$ cat src/design/assert_macros.svh
// Assertion helpers shared by the RTL.
`ifndef ASSERT_MACROS_SVH
`define ASSERT_MACROS_SVH

// Checked on every clock edge outside reset.
`define QJT_ASSERT(label, prop, msg) \
  label: assert property (@(posedge clk) disable iff (rst) prop) else $error(msg);

// Checked on every clock edge, reset included.
`define QJT_ASSERT_ALWAYS(label, prop, msg) \
  label: assert property (@(posedge clk) prop) else $error(msg);

`endif

$ cat src/design/qjt_pkg.sv
package qjt_pkg;

  // normalized time: unsigned Q1.24, saturates at exactly 1.0
  localparam int TAU_BITS = 24;
  localparam int TAU_W    = TAU_BITS + 1;
  localparam logic [TAU_W-1:0] TAU_ONE = TAU_W'(1) << TAU_BITS;

  // shape polynomial arithmetic
  localparam int POLY_W = 36;
  localparam int SHP_W  = 29;   // magnitude of s, s' and s''
  localparam int D_W    = 33;   // magnitude of end - start
  localparam int D_LO   = 17;
  localparam int MAG_W  = 39;   // rounded magnitude of D * shape
  localparam int MAG_LO = 20;

  localparam int STAGES = 10;

  localparam logic signed [POLY_W-1:0] K_S3   = 36'sd10;
  localparam logic signed [POLY_W-1:0] K_S4   = 36'sd15;
  localparam logic signed [POLY_W-1:0] K_S5   = 36'sd6;
  localparam logic signed [POLY_W-1:0] K_V2   = 36'sd30;
  localparam logic signed [POLY_W-1:0] K_V3   = 36'sd60;
  localparam logic signed [POLY_W-1:0] K_V4   = 36'sd30;
  localparam logic signed [POLY_W-1:0] K_A1   = 36'sd60;
  localparam logic signed [POLY_W-1:0] K_A2   = 36'sd180;
  localparam logic signed [POLY_W-1:0] K_A3   = 36'sd120;

  typedef enum logic [1:0] {
    CFG_TAU_INC   = 2'd0,
    CFG_STEP_TIME = 2'd1,
    CFG_INV_T     = 2'd2,
    CFG_INV_T2    = 2'd3
  } cfg_idx_t;

  typedef struct packed {
    logic [15:0]        step_index;
    logic signed [31:0] start_position;
    logic signed [31:0] end_position;
    logic signed [31:0] lower_limit;
    logic signed [31:0] upper_limit;
  } in_t;

  typedef struct packed {
    logic [31:0]        sample_time;
    logic signed [31:0] position;
    logic signed [31:0] velocity;
    logic signed [31:0] acceleration;
    logic               clamped;
  } out_t;

  typedef struct packed {
    logic en_a;
    logic en_b;
    logic zero;
  } scl_ctl_t;

endpackage

$ cat src/design/qjt_tmul.sv
// One registered power step: y = round(a * t / 2^24), a and t in Q1.24.
module qjt_tmul (
  input  logic                      clk,
  input  logic                      en,
  input  logic [qjt_pkg::TAU_W-1:0] a,
  input  logic [qjt_pkg::TAU_W-1:0] t,
  output logic [qjt_pkg::TAU_W-1:0] y
);

  localparam int PW = 2 * qjt_pkg::TAU_W;

  logic [PW-1:0] prod;

  assign prod = PW'(a) * PW'(t) + (PW'(1) << (qjt_pkg::TAU_BITS - 1));

  always_ff @(posedge clk) begin
    if (en) begin
      y <= prod[qjt_pkg::TAU_BITS +: qjt_pkg::TAU_W];
    end
  end

endmodule

$ cat config.mk
export PLATFORM = sky130hd
export DESIGN_NAME = qjt_tmul
export DESIGN_NICKNAME = d
export VERILOG_FILES = /design/src/design/assert_macros.svh /design/src/design/qjt_pkg.sv /design/src/design/qjt_tmul.sv
export SDC_FILE = /design/constraint.sdc
export NUM_CORES = 1
export LEC_CHECK = 0
export ABC_AREA = 1
export BUFFER_PORTS_ARGS = -buffer_cell sky130_fd_sc_hd__clkbuf_2
export CAP_MARGIN = 20
export CELL_PAD_IN_SITES_DETAIL_PLACEMENT = 1
export CELL_PAD_IN_SITES_GLOBAL_PLACEMENT = 1
export CORE_AREA = 2 2 215 217
export CTS_CLUSTER_SIZE = 8
export DETAILED_ROUTE_END_ITERATION = 10
export DIE_AREA = 0 0 217 219
export PLACE_DENSITY_LB_ADDON = 0.15
export SLEW_MARGIN = 30
export SYNTH_ARGS = -nofsm -noshare
export SYNTH_HDL_FRONTEND = slang
export SYNTH_SLANG_ARGS = --single-unit
$ cat constraint.sdc
create_clock -name clk -period 13.83 [get_ports clk]
set_clock_uncertainty 0.1 [all_clocks]
set_input_delay 0 -clock clk [delete_from_list [all_inputs] [get_ports clk]]
set_output_delay 0 -clock clk [all_outputs]
set_load 0.005 [all_outputs]
==> impl_metrics.json <==
{
  "crit_slowest_cell": "clkbuf_2",
  "via_count": 18090,
  "drtIter0Drc": 954,
  "dieHeight_um": 219,
  "initial_utilization_pct": 49.72,
  "antenna_found_initial": 2,
  "synthAdderAreaFrac_pct": 57.77,
  "period_share_pct": 50.07,
  "end_kind": "register",
  "min_path_type": "input pin to register",
  "worstPathRequired_ns": 13.76,
  "synthSimpleGateAreaFrac_pct": 16.16,
  "cp_cell_sequence": "clkbuf_2 > nand2_1 > fa_1 > fa_1 > inv_1 > fa_1 > fa_1 > fa_1 > fa_1 > inv_1 > fa_1 > inv_1 > ha_1 > a21oi_1 > a21boi_0 > o21ai_0 > a21oi_1 > nand2_2 > nand2_1 > nand2_1 > nand2_1 > nand2_1",
  "cp-start-kind": "input pin",
  "largest_reg_flops": 25,
  "syn_area_mm2": 0.02242,
  "synth_top_family_by_area": "adder cells",
  "core_mm2": 0.04509,
  "setup_viol": 0,
  "maxSlewHeadroom_pct": 36.70,
  "max-cap-violations": 0,
  "drc": 0,
  "vias_per_cell": 5.176,
  "fin_nets": 3665,
  "crit_path_max_fanout": 25,
  "hp-start": "en",
  "synthCells": 2955,
  "grt_pass1_wl_um": 112400,
  "die_area_mm2": 0.04752,
  "critical_path.most_common_cell": "fa_1",
  "dr.pass1.iters": 5,
  "hpwl_um": 58430,
  "max_freq_mhz": 144.4,
  "rsz0062_at_grt": "no",
  "ys_ff_latch": 25,
  "grt_max_degree": 26,
  "syn_nets": 3727,
  "busiest_layer": "met2",
  "postCtsSetupBuffers": 0,
  "grt_use_total_pct": 30.70,
  "stdcell_count": 3494,
  "clock-sinks": 25,
  "grt_util_met2_pct": 54.83,
  "area_growth_pct": 3.075,
  "io_buffers": 76,
  "synth_mux_area_share_pct": 0,
  "top_register": "y",
  "arrival_ns": 6.85,
  "postCtsResizedCells": 0,
  "wl_um": 69380,
  "startpoint": "t[10]",
  "ios": 77,
  "antenna_left": 0,
  "drv_slew": 0,
  "layout-drive-gt1-share_pct": 2.974,
  "ys_types": 26,
  "cts_hold_buf": 0,
  "ctsLongestPathBuffers": 2,
  "rows": 78,
  "grt_pass1_vias": 20950,
  "yosysWarnings": 0,
  "synth_compound_area_share_pct": 3.377,
  "status": "completed",
  "syn-mean-instance-area_um2": 7.586,
  "grt_use_met1_pct": 40.03,
  "cts_buffers": 3,
  "timing.setup.tns_ns": 0,
  "die_width_um": 217,
  "worst_pin_slew_ns": 0.9496,
  "cts.clk_slew.worst_paths_ns": 0.07,
  "h-tree-depth": 1,
  "synth_xor_area_share_pct": 0.5079,
  "crit_type": "input pin to register",
  "hold_viol": 0,
  "root_buffer": "clkbuf_16",
  "cp_slowest_stage_delay_ns": 0.70,
  "period_needed_ns": 6.924,
  "yosysSeqAreaShare_pct": 3.349,
  "wl_per_cell_um": 19.86,
  "cts_tree": "built",
  "met3_usage_pct": 2.509,
  "gr-total-overflow": 0,
  "placedCellCount": 3488,
  "gp_congestion": 0.9504,
  "top_regs": "y x25"
}
==> critical path, delay by kind of cell <==
kind | cells | cell delay (ns)
adder cells (fa/ha/maj) | 8 | 4.00
AND/OR/NAND/NOR | 6 | 0.59
buffers and inverters | 4 | 0.87
AO/OA/AOI/OAI | 4 | 1.35
==> per-stage QoR <==
step | utilization [%] | setup slack (ns) | area [um^2] | hold slack (ns)
floorplan | - | 7.966 | 22420 | 0.01250
global placement | 51.06 | 6.791 | 23020 | 0.3016
detailed placement | 51.06 | 6.714 | 23020 | 0.3029
CTS | 51.23 | 6.990 | 23100 | 0.3865
global route | 51.24 | 6.741 | 23100 | 0.4033
finish | 51.25 | 6.906 | 23110 | 0.3652
==> worst paths after layout <==
check | to | slack (ns) | cells past startpoint
max | y[11] | 6.91 | 22
min | y[23] | 0.37 | 1
==> cell type report <==
type / count / area (um^2)
antenna: 2 / 5.005
clock buffer: 4 / 78.83
fill: 5762 / 21980
inverter: 979 / 3675
multi-input combinational: 1805 / 17440
sequential: 25 / 750.7
tap: 600 / 750.7
timing repair buffer: 79 / 402.9
==> cells in the mapped netlist <==
| library cell | instances | area (um^2) |
|---|---|---|
| xor2_1 | 6 | 52.55 |
| nor4_1 | 1 | 6.260 |
| nand2_1 | 793 | 2977 |
| a31oi_1 | 1 | 6.260 |
| nand4_1 | 14 | 87.58 |
| nor3_2 | 1 | 10.01 |
| and3_1 | 1 | 6.260 |
| o21bai_1 | 12 | 90.09 |
| nand2_2 | 2 | 12.51 |
| a21oi_1 | 64 | 320.3 |
| edfxtp_1 | 25 | 750.7 |
| nor3_1 | 7 | 35.03 |
| xnor2_1 | 7 | 61.31 |
| ha_1 | 195 | 2440 |
| nand3b_1 | 1 | 7.510 |
| inv_1 | 979 | 3675 |
| nor2_1 | 85 | 319.1 |
| o21ai_1 | 1 | 5.000 |
| o21ai_0 | 37 | 185.2 |
| nor2_2 | 1 | 6.260 |
| fa_1 | 525 | 10510 |
| a21boi_0 | 7 | 52.55 |
| o21a_1 | 7 | 52.55 |
| clkbuf_1 | 146 | 548.0 |
| nand3_1 | 31 | 155.2 |
| a21o_1 | 6 | 45.04 |
==> kinds of logic after synthesis <==
group,after synthesis
AOI/OAI and AO/OA,135
buffers and inverters,1125
DFF,25
and+or+nand+nor,937
adders and majority gates,720
xor gates and xnor gates,13
==> cells in the final DEF (no fill, tap or decap), drive strengths merged <==
cell type / synthesis / routed
nor4: 1 / 1
a21oi: 64 / 64
xnor2: 7 / 7
o21a: 7 / 7
diode: 0 / 2
o21bai: 12 / 12
a21boi: 7 / 7
a21o: 6 / 6
edfxtp: 25 / 25
nor2: 86 / 86
clkbuf: 146 / 80
buf: 0 / 3
and3: 1 / 1
xor2: 6 / 6
inv: 979 / 979
nand4: 14 / 14
nand2: 795 / 795
a31oi: 1 / 1
nor3: 8 / 8
fa: 525 / 525
ha: 195 / 195
nand3: 31 / 31
nand3b: 1 / 1
o21ai: 38 / 38
==> layer usage <==
layer | wire [um] | vias to the layer above
met1 | 28740 | 9440
met2 | 35420 | 460
met4 | 2093 | 2
met5 | 13 | -
li1 | - | 8056
met3 | 3111 | 128
Power is not shown: default switching activity piles up to over one toggle a cycle in this logic, so the estimate is an artifact.
