==> config.mk <==
export PLATFORM = sky130hd
export DESIGN_NAME = qjt_scale
export DESIGN_NICKNAME = d
export VERILOG_FILES = /design/src/design/assert_macros.svh /design/src/design/qjt_pkg.sv /design/src/design/qjt_scale.sv
export SDC_FILE = /design/constraint.sdc
export NUM_CORES = 2
export LEC_CHECK = 0
export BUFFER_PORTS_ARGS = -buffer_cell sky130_fd_sc_hd__buf_2
export CAP_MARGIN = 20
export CORE_MARGIN = 4
export CORE_UTILIZATION = 55
export CTS_CLUSTER_SIZE = 24
export DETAILED_ROUTE_END_ITERATION = 10
export PLACE_DENSITY_LB_ADDON = 0.05
export SLEW_MARGIN = 20
export SYNTH_ARGS = -nofsm -noshare
export SYNTH_HDL_FRONTEND = slang
export SYNTH_SLANG_ARGS = --single-unit
==> constraint.sdc <==
create_clock -name clk -period 7.7 [get_ports clk]
set_input_delay 0 -clock clk [delete_from_list [all_inputs] [get_ports clk]]
set_output_delay 0 -clock clk [all_outputs]
set_load 0.02 [all_outputs]
==> src/design/assert_macros.svh <==
// Assertion helpers shared by the RTL.
`ifndef ASSERT_MACROS_SVH
`define ASSERT_MACROS_SVH

// Checked on every clock edge outside reset.
`define QJT_ASSERT(label, prop, msg) \
  label: assert property (@(posedge clk) disable iff (rst) prop) else $error(msg);

// Checked on every clock edge, reset included.
`define QJT_ASSERT_ALWAYS(label, prop, msg) \
  label: assert property (@(posedge clk) prop) else $error(msg);

`endif

==> src/design/qjt_pkg.sv <==
package qjt_pkg;

  // normalized time: unsigned Q1.24, saturates at exactly 1.0
  localparam int TAU_BITS = 24;
  localparam int TAU_W    = TAU_BITS + 1;
  localparam logic [TAU_W-1:0] TAU_ONE = TAU_W'(1) << TAU_BITS;

  // shape polynomial arithmetic
  localparam int POLY_W = 36;
  localparam int SHP_W  = 29;   // magnitude of s, s' and s''
  localparam int D_W    = 33;   // magnitude of end - start
  localparam int D_LO   = 17;
  localparam int MAG_W  = 39;   // rounded magnitude of D * shape
  localparam int MAG_LO = 20;

  localparam int STAGES = 10;

  localparam logic signed [POLY_W-1:0] K_S3   = 36'sd10;
  localparam logic signed [POLY_W-1:0] K_S4   = 36'sd15;
  localparam logic signed [POLY_W-1:0] K_S5   = 36'sd6;
  localparam logic signed [POLY_W-1:0] K_V2   = 36'sd30;
  localparam logic signed [POLY_W-1:0] K_V3   = 36'sd60;
  localparam logic signed [POLY_W-1:0] K_V4   = 36'sd30;
  localparam logic signed [POLY_W-1:0] K_A1   = 36'sd60;
  localparam logic signed [POLY_W-1:0] K_A2   = 36'sd180;
  localparam logic signed [POLY_W-1:0] K_A3   = 36'sd120;

  typedef enum logic [1:0] {
    CFG_TAU_INC   = 2'd0,
    CFG_STEP_TIME = 2'd1,
    CFG_INV_T     = 2'd2,
    CFG_INV_T2    = 2'd3
  } cfg_idx_t;

  typedef struct packed {
    logic [15:0]        step_index;
    logic signed [31:0] start_position;
    logic signed [31:0] end_position;
    logic signed [31:0] lower_limit;
    logic signed [31:0] upper_limit;
  } in_t;

  typedef struct packed {
    logic [31:0]        sample_time;
    logic signed [31:0] position;
    logic signed [31:0] velocity;
    logic signed [31:0] acceleration;
    logic               clamped;
  } out_t;

  typedef struct packed {
    logic en_a;
    logic en_b;
    logic zero;
  } scl_ctl_t;

endpackage

==> src/design/qjt_scale.sv <==
// Signed magnitude times an unsigned Q.F factor, rounded and saturated.
// Stage A forms two partial products, B sums, rounds, clips or zeroes.
module qjt_scale #(
  parameter int FRAC_BITS = 16
) (
  input  logic                      clk,
  input  qjt_pkg::scl_ctl_t         ctl,
  input  logic [qjt_pkg::MAG_W-1:0] mag,
  input  logic                      neg,
  input  logic [31:0]               factor,
  output logic signed [31:0]        res
);

  localparam int LO   = qjt_pkg::MAG_LO;
  localparam int HI   = qjt_pkg::MAG_W - qjt_pkg::MAG_LO;
  localparam int PL_W = LO + 32;
  localparam int PH_W = HI + 32;
  localparam int PW   = qjt_pkg::MAG_W + 32;

  logic [PL_W-1:0] pl;
  logic [PH_W-1:0] ph;
  logic            neg_a;

  logic [PW-1:0] prod;
  logic [PW-1:0] rnd;
  logic          big;

  always_ff @(posedge clk) begin
    if (ctl.en_a) begin
      pl    <= PL_W'(mag[LO-1:0]) * PL_W'(factor);
      ph    <= PH_W'(mag[qjt_pkg::MAG_W-1:LO]) * PH_W'(factor);
      neg_a <= neg;
    end
  end

  always_comb begin
    prod = (PW'(ph) << LO) + PW'(pl);
    rnd  = (prod + (PW'(1) << (FRAC_BITS - 1))) >> FRAC_BITS;
    big  = |rnd[PW-1:31];
  end

  always_ff @(posedge clk) begin
    if (ctl.en_b) begin
      if (ctl.zero) begin
        res <= '0;
      end else if (big) begin
        res <= neg_a ? 32'sh8000_0000 : 32'sh7FFF_FFFF;
      end else begin
        res <= neg_a ? -$signed(rnd[31:0]) : $signed(rnd[31:0]);
      end
    end
  end

endmodule

==> qor.yml <==
placement:
  gp_congestion: 0.897
  dp.final_hpwl_um: 106000
  dpl_cell_area_mm2: 0.0480
  port_buffers: 107
yosys:
  seq_area_frac_synth_pct: 7.87
  synth_ff_type: "edfxtp_1"
  yosys-top-cells-area: "fa_1 (45%), inv_1 (9.4%), ha_1 (8.9%)"
  syn_avg_cell_area_um2: 8.98
  synth_top_area_cell: "fa_1"
  syn_nets: 6593
  async_flop_share_pct: 0
  synthMuxAreaShare_pct: 0.401
  synth_most_common_cell: "inv_1"
  ys_ff_latch: 121
  yosysTopAreaCellShare_pct: 45.3
  synth-edff-count: 121
  synth_compound_area_share_pct: 6.24
  synth_simple_gate_area_share_pct: 17.3
  synthXorXnorAreaFrac_pct: 2.14
  synth_warnings: 0
  syn_area_mm2: 0.0462
  synth-adder-area-share_pct: 54.2
  synthDistinctLibCells: 85
  postSynthCellCount: 5143
  synth_top_family_by_area: "adder cells"
  ys_top_cells_by_count: "inv_1 (1157), fa_1 (1044), nand2_1 (823)"
global_route:
  grt_overflow_total: 0
  grt_max_degree: 71
  track_usage_pct: 30.0
  grt_pass1_wl_um: 207000
  antenna_found_initial: 6
  grt_pass1_vias: 36700
worst_setup_path:
  crit_top_cell: "fa_1"
  critPathMaxStageDelay_ns: 0.56
  r2r_setup_slack_ns: 2.50
  required_ns: 7.89
  arrival_ns: 7.42
  end_kind: "register"
  critPathMaxFanout: 19
  rr_worst_depth: 12
  r2r-end: "res[28]$_SDFFCE_PP0P_"
  slowest_stage: "fa_1"
  worstSetupPathType: "in -> reg"
  reg2reg_from: "pl[24]$_DFFE_PP_"
  cp-start-kind: "input port"
timing:
  hold_viol: 0
  fin_crit_ns: 7.23
  slew_headroom_pct: 30.6
  setup_viol: 0
  rsz0062_at_grt: "false"
  drv_slew: 0
  period_share_pct: 93.9
  fin_skew_ns: 0.0198
  worst_slew_pin_slew_ns: 1.04
  fmax_mhz: 138
  fin_tns_setup_ns: 0
floorplan:
  core_mm2: 0.0826
  initial_core_util_pct: 55.9
  rows: 105
  fp.dieH_um: 298
  io-pin-count: 108
  die_area_mm2: 0.0886
  die_w_um: 298
routing:
  top_layer: "met5"
  drt_iter0_markers: 2147
  met2_length_um: 57800
  wl_per_cell_um: 20.6
  avgViaCountPerCell: 5.52
  detail-route-antenna-nets: 0
  vias: 34300
  routed_wl_um: 128000
  drc: 0
  wl_met1_um: 56900
  first_pass_iters: 5
  routed-wl-met3_um: 9470
clock_network:
  clock_latency_ns: 0.46
  cts_setup_buffers: 0
  root_buffer: "clkbuf_16"
  clk_pin_slew_ns: 0.07
  clk_path_buf_depth: 2
  post_cts_resized: 0
  hold_buffers: 2
  cts.sinks: 121
  htree_levels: 4
  cts_made_buffers: 17
  cts_tree: "done"
run:
  maxCapViolCount: 0
cells_and_area:
  finish.instance_area_mm2: 0.0486
  drive_gt1_share_pct: 5.75
  layout-area-overhead-vs-synth_pct: 5.29
  fillCellCount: 7432
  layout.nets: 6563
min_path:
  min_to: "res[5]$_SDFFCE_PP0P_"
  min_path_type: "in -> reg"
  hp-start: "ctl[1]"
  hold_depth: 1
outcome:
  status: "complete, no violations"
-- flip-flops by register name, summed over array words and instances (netlist names) --
name,cells
neg_a,1
res,32
ph,51
pl,37
-- routing by layer --
layer  track usage [%]  up-vias
li1                  -    15300
met1              42.9    17600
met5                 0        -
met4              7.92        2
met2              47.8     1125
met3              5.16      180
-- critical path, delay by kind of cell --
family | cells | cell delay [ns]
fa+ha+maj | 8 | 3.83
xor+xnor | 1 | 0.14
buf+inv | 4 | 0.64
simple gates | 1 | 0.17
compound gates | 11 | 2.61
-- layout by cell type, fill, tap and decap left out, types with 10 or more instances in the layout --
| cell type | n |
|---|---|
| inv_1 | 1157 |
| fa_1 | 1044 |
| nand2_1 | 823 |
| and2_1 | 523 |
| ha_1 | 330 |
| buf_4 | 121 |
| edfxtp_1 | 121 |
| a21oi_1 | 112 |
| buf_2 | 106 |
| nor2_1 | 97 |
| xnor2_1 | 77 |
| o21ai_0 | 66 |
| a21o_1 | 55 |
| nand3_1 | 54 |
| xor2_1 | 36 |
| nor3_1 | 35 |
| nand4_1 | 28 |
| and3_1 | 22 |
| o21bai_1 | 19 |
| o32ai_1 | 19 |
| o21a_1 | 18 |
| clkbuf_16 | 17 |
| mux2i_1 | 14 |
| nor4_1 | 13 |
| a31oi_1 | 13 |
| nor2b_1 | 12 |
| o211ai_1 | 10 |
-- how the worst max path moves through the flow --
stage / depth (start not counted) / slack [ns] / to / start
6_report: 25 / 0.47 / pl[39]$_DFFE_PP_ / factor[6]
5_1_grt: 25 / 0.05 / pl[39]$_DFFE_PP_ / factor[6]
4_1_cts: 25 / 0.51 / pl[39]$_DFFE_PP_ / factor[6]
3_5_place_dp: 25 / 0.05 / pl[39]$_DFFE_PP_ / factor[6]
3_3_place_gp: 25 / 0.17 / pl[51]$_DFFE_PP_ / factor[6]
2_1_floorplan: 26 / 0.69 / pl[39]$_DFFE_PP_ / factor[14]
-- per-stage QoR --
stage	std cells	worst slack (ns)	util (%)	hold WS, ns
floorplan	5143	0.694	-	0.0989
global placement	6162	0.168	58.1	0.185
detailed placement	6162	0.0504	58.1	0.183
CTS	6196	0.508	58.8	0.118
global route	6196	0.0484	58.8	0.149
finish	6201	0.471	58.8	0.126
-- cell type report --
type,count,area [um^2],area share (%)
multi-input cells,3579,37100,76.3
well taps,1070,1340,2.75
flip-flops and latches,121,3630,7.48
inverters,1158,4350,8.94
diodes,5,12.5,0.0257
repair buffers,236,1600,3.29
clock buffers,17,425,0.875
clock inverters,15,166,0.342
-- cells by family (layout without fill, tap and decap cells) --
kind of cell / after synthesis / in the layout
XOR/XNOR: 113 / 113
buffers and inverters: 1443 / 1426
AND/OR/NAND/NOR: 1653 / 1653
multiplexers: 18 / 18
adder cells (fa/ha/maj): 1374 / 1374
other: 0 / 5
AO/OA/AOI/OAI: 421 / 421
flip-flops: 121 / 121
Power is not shown: default switching activity piles up to over one toggle a cycle in this logic, so the estimate is an artifact.
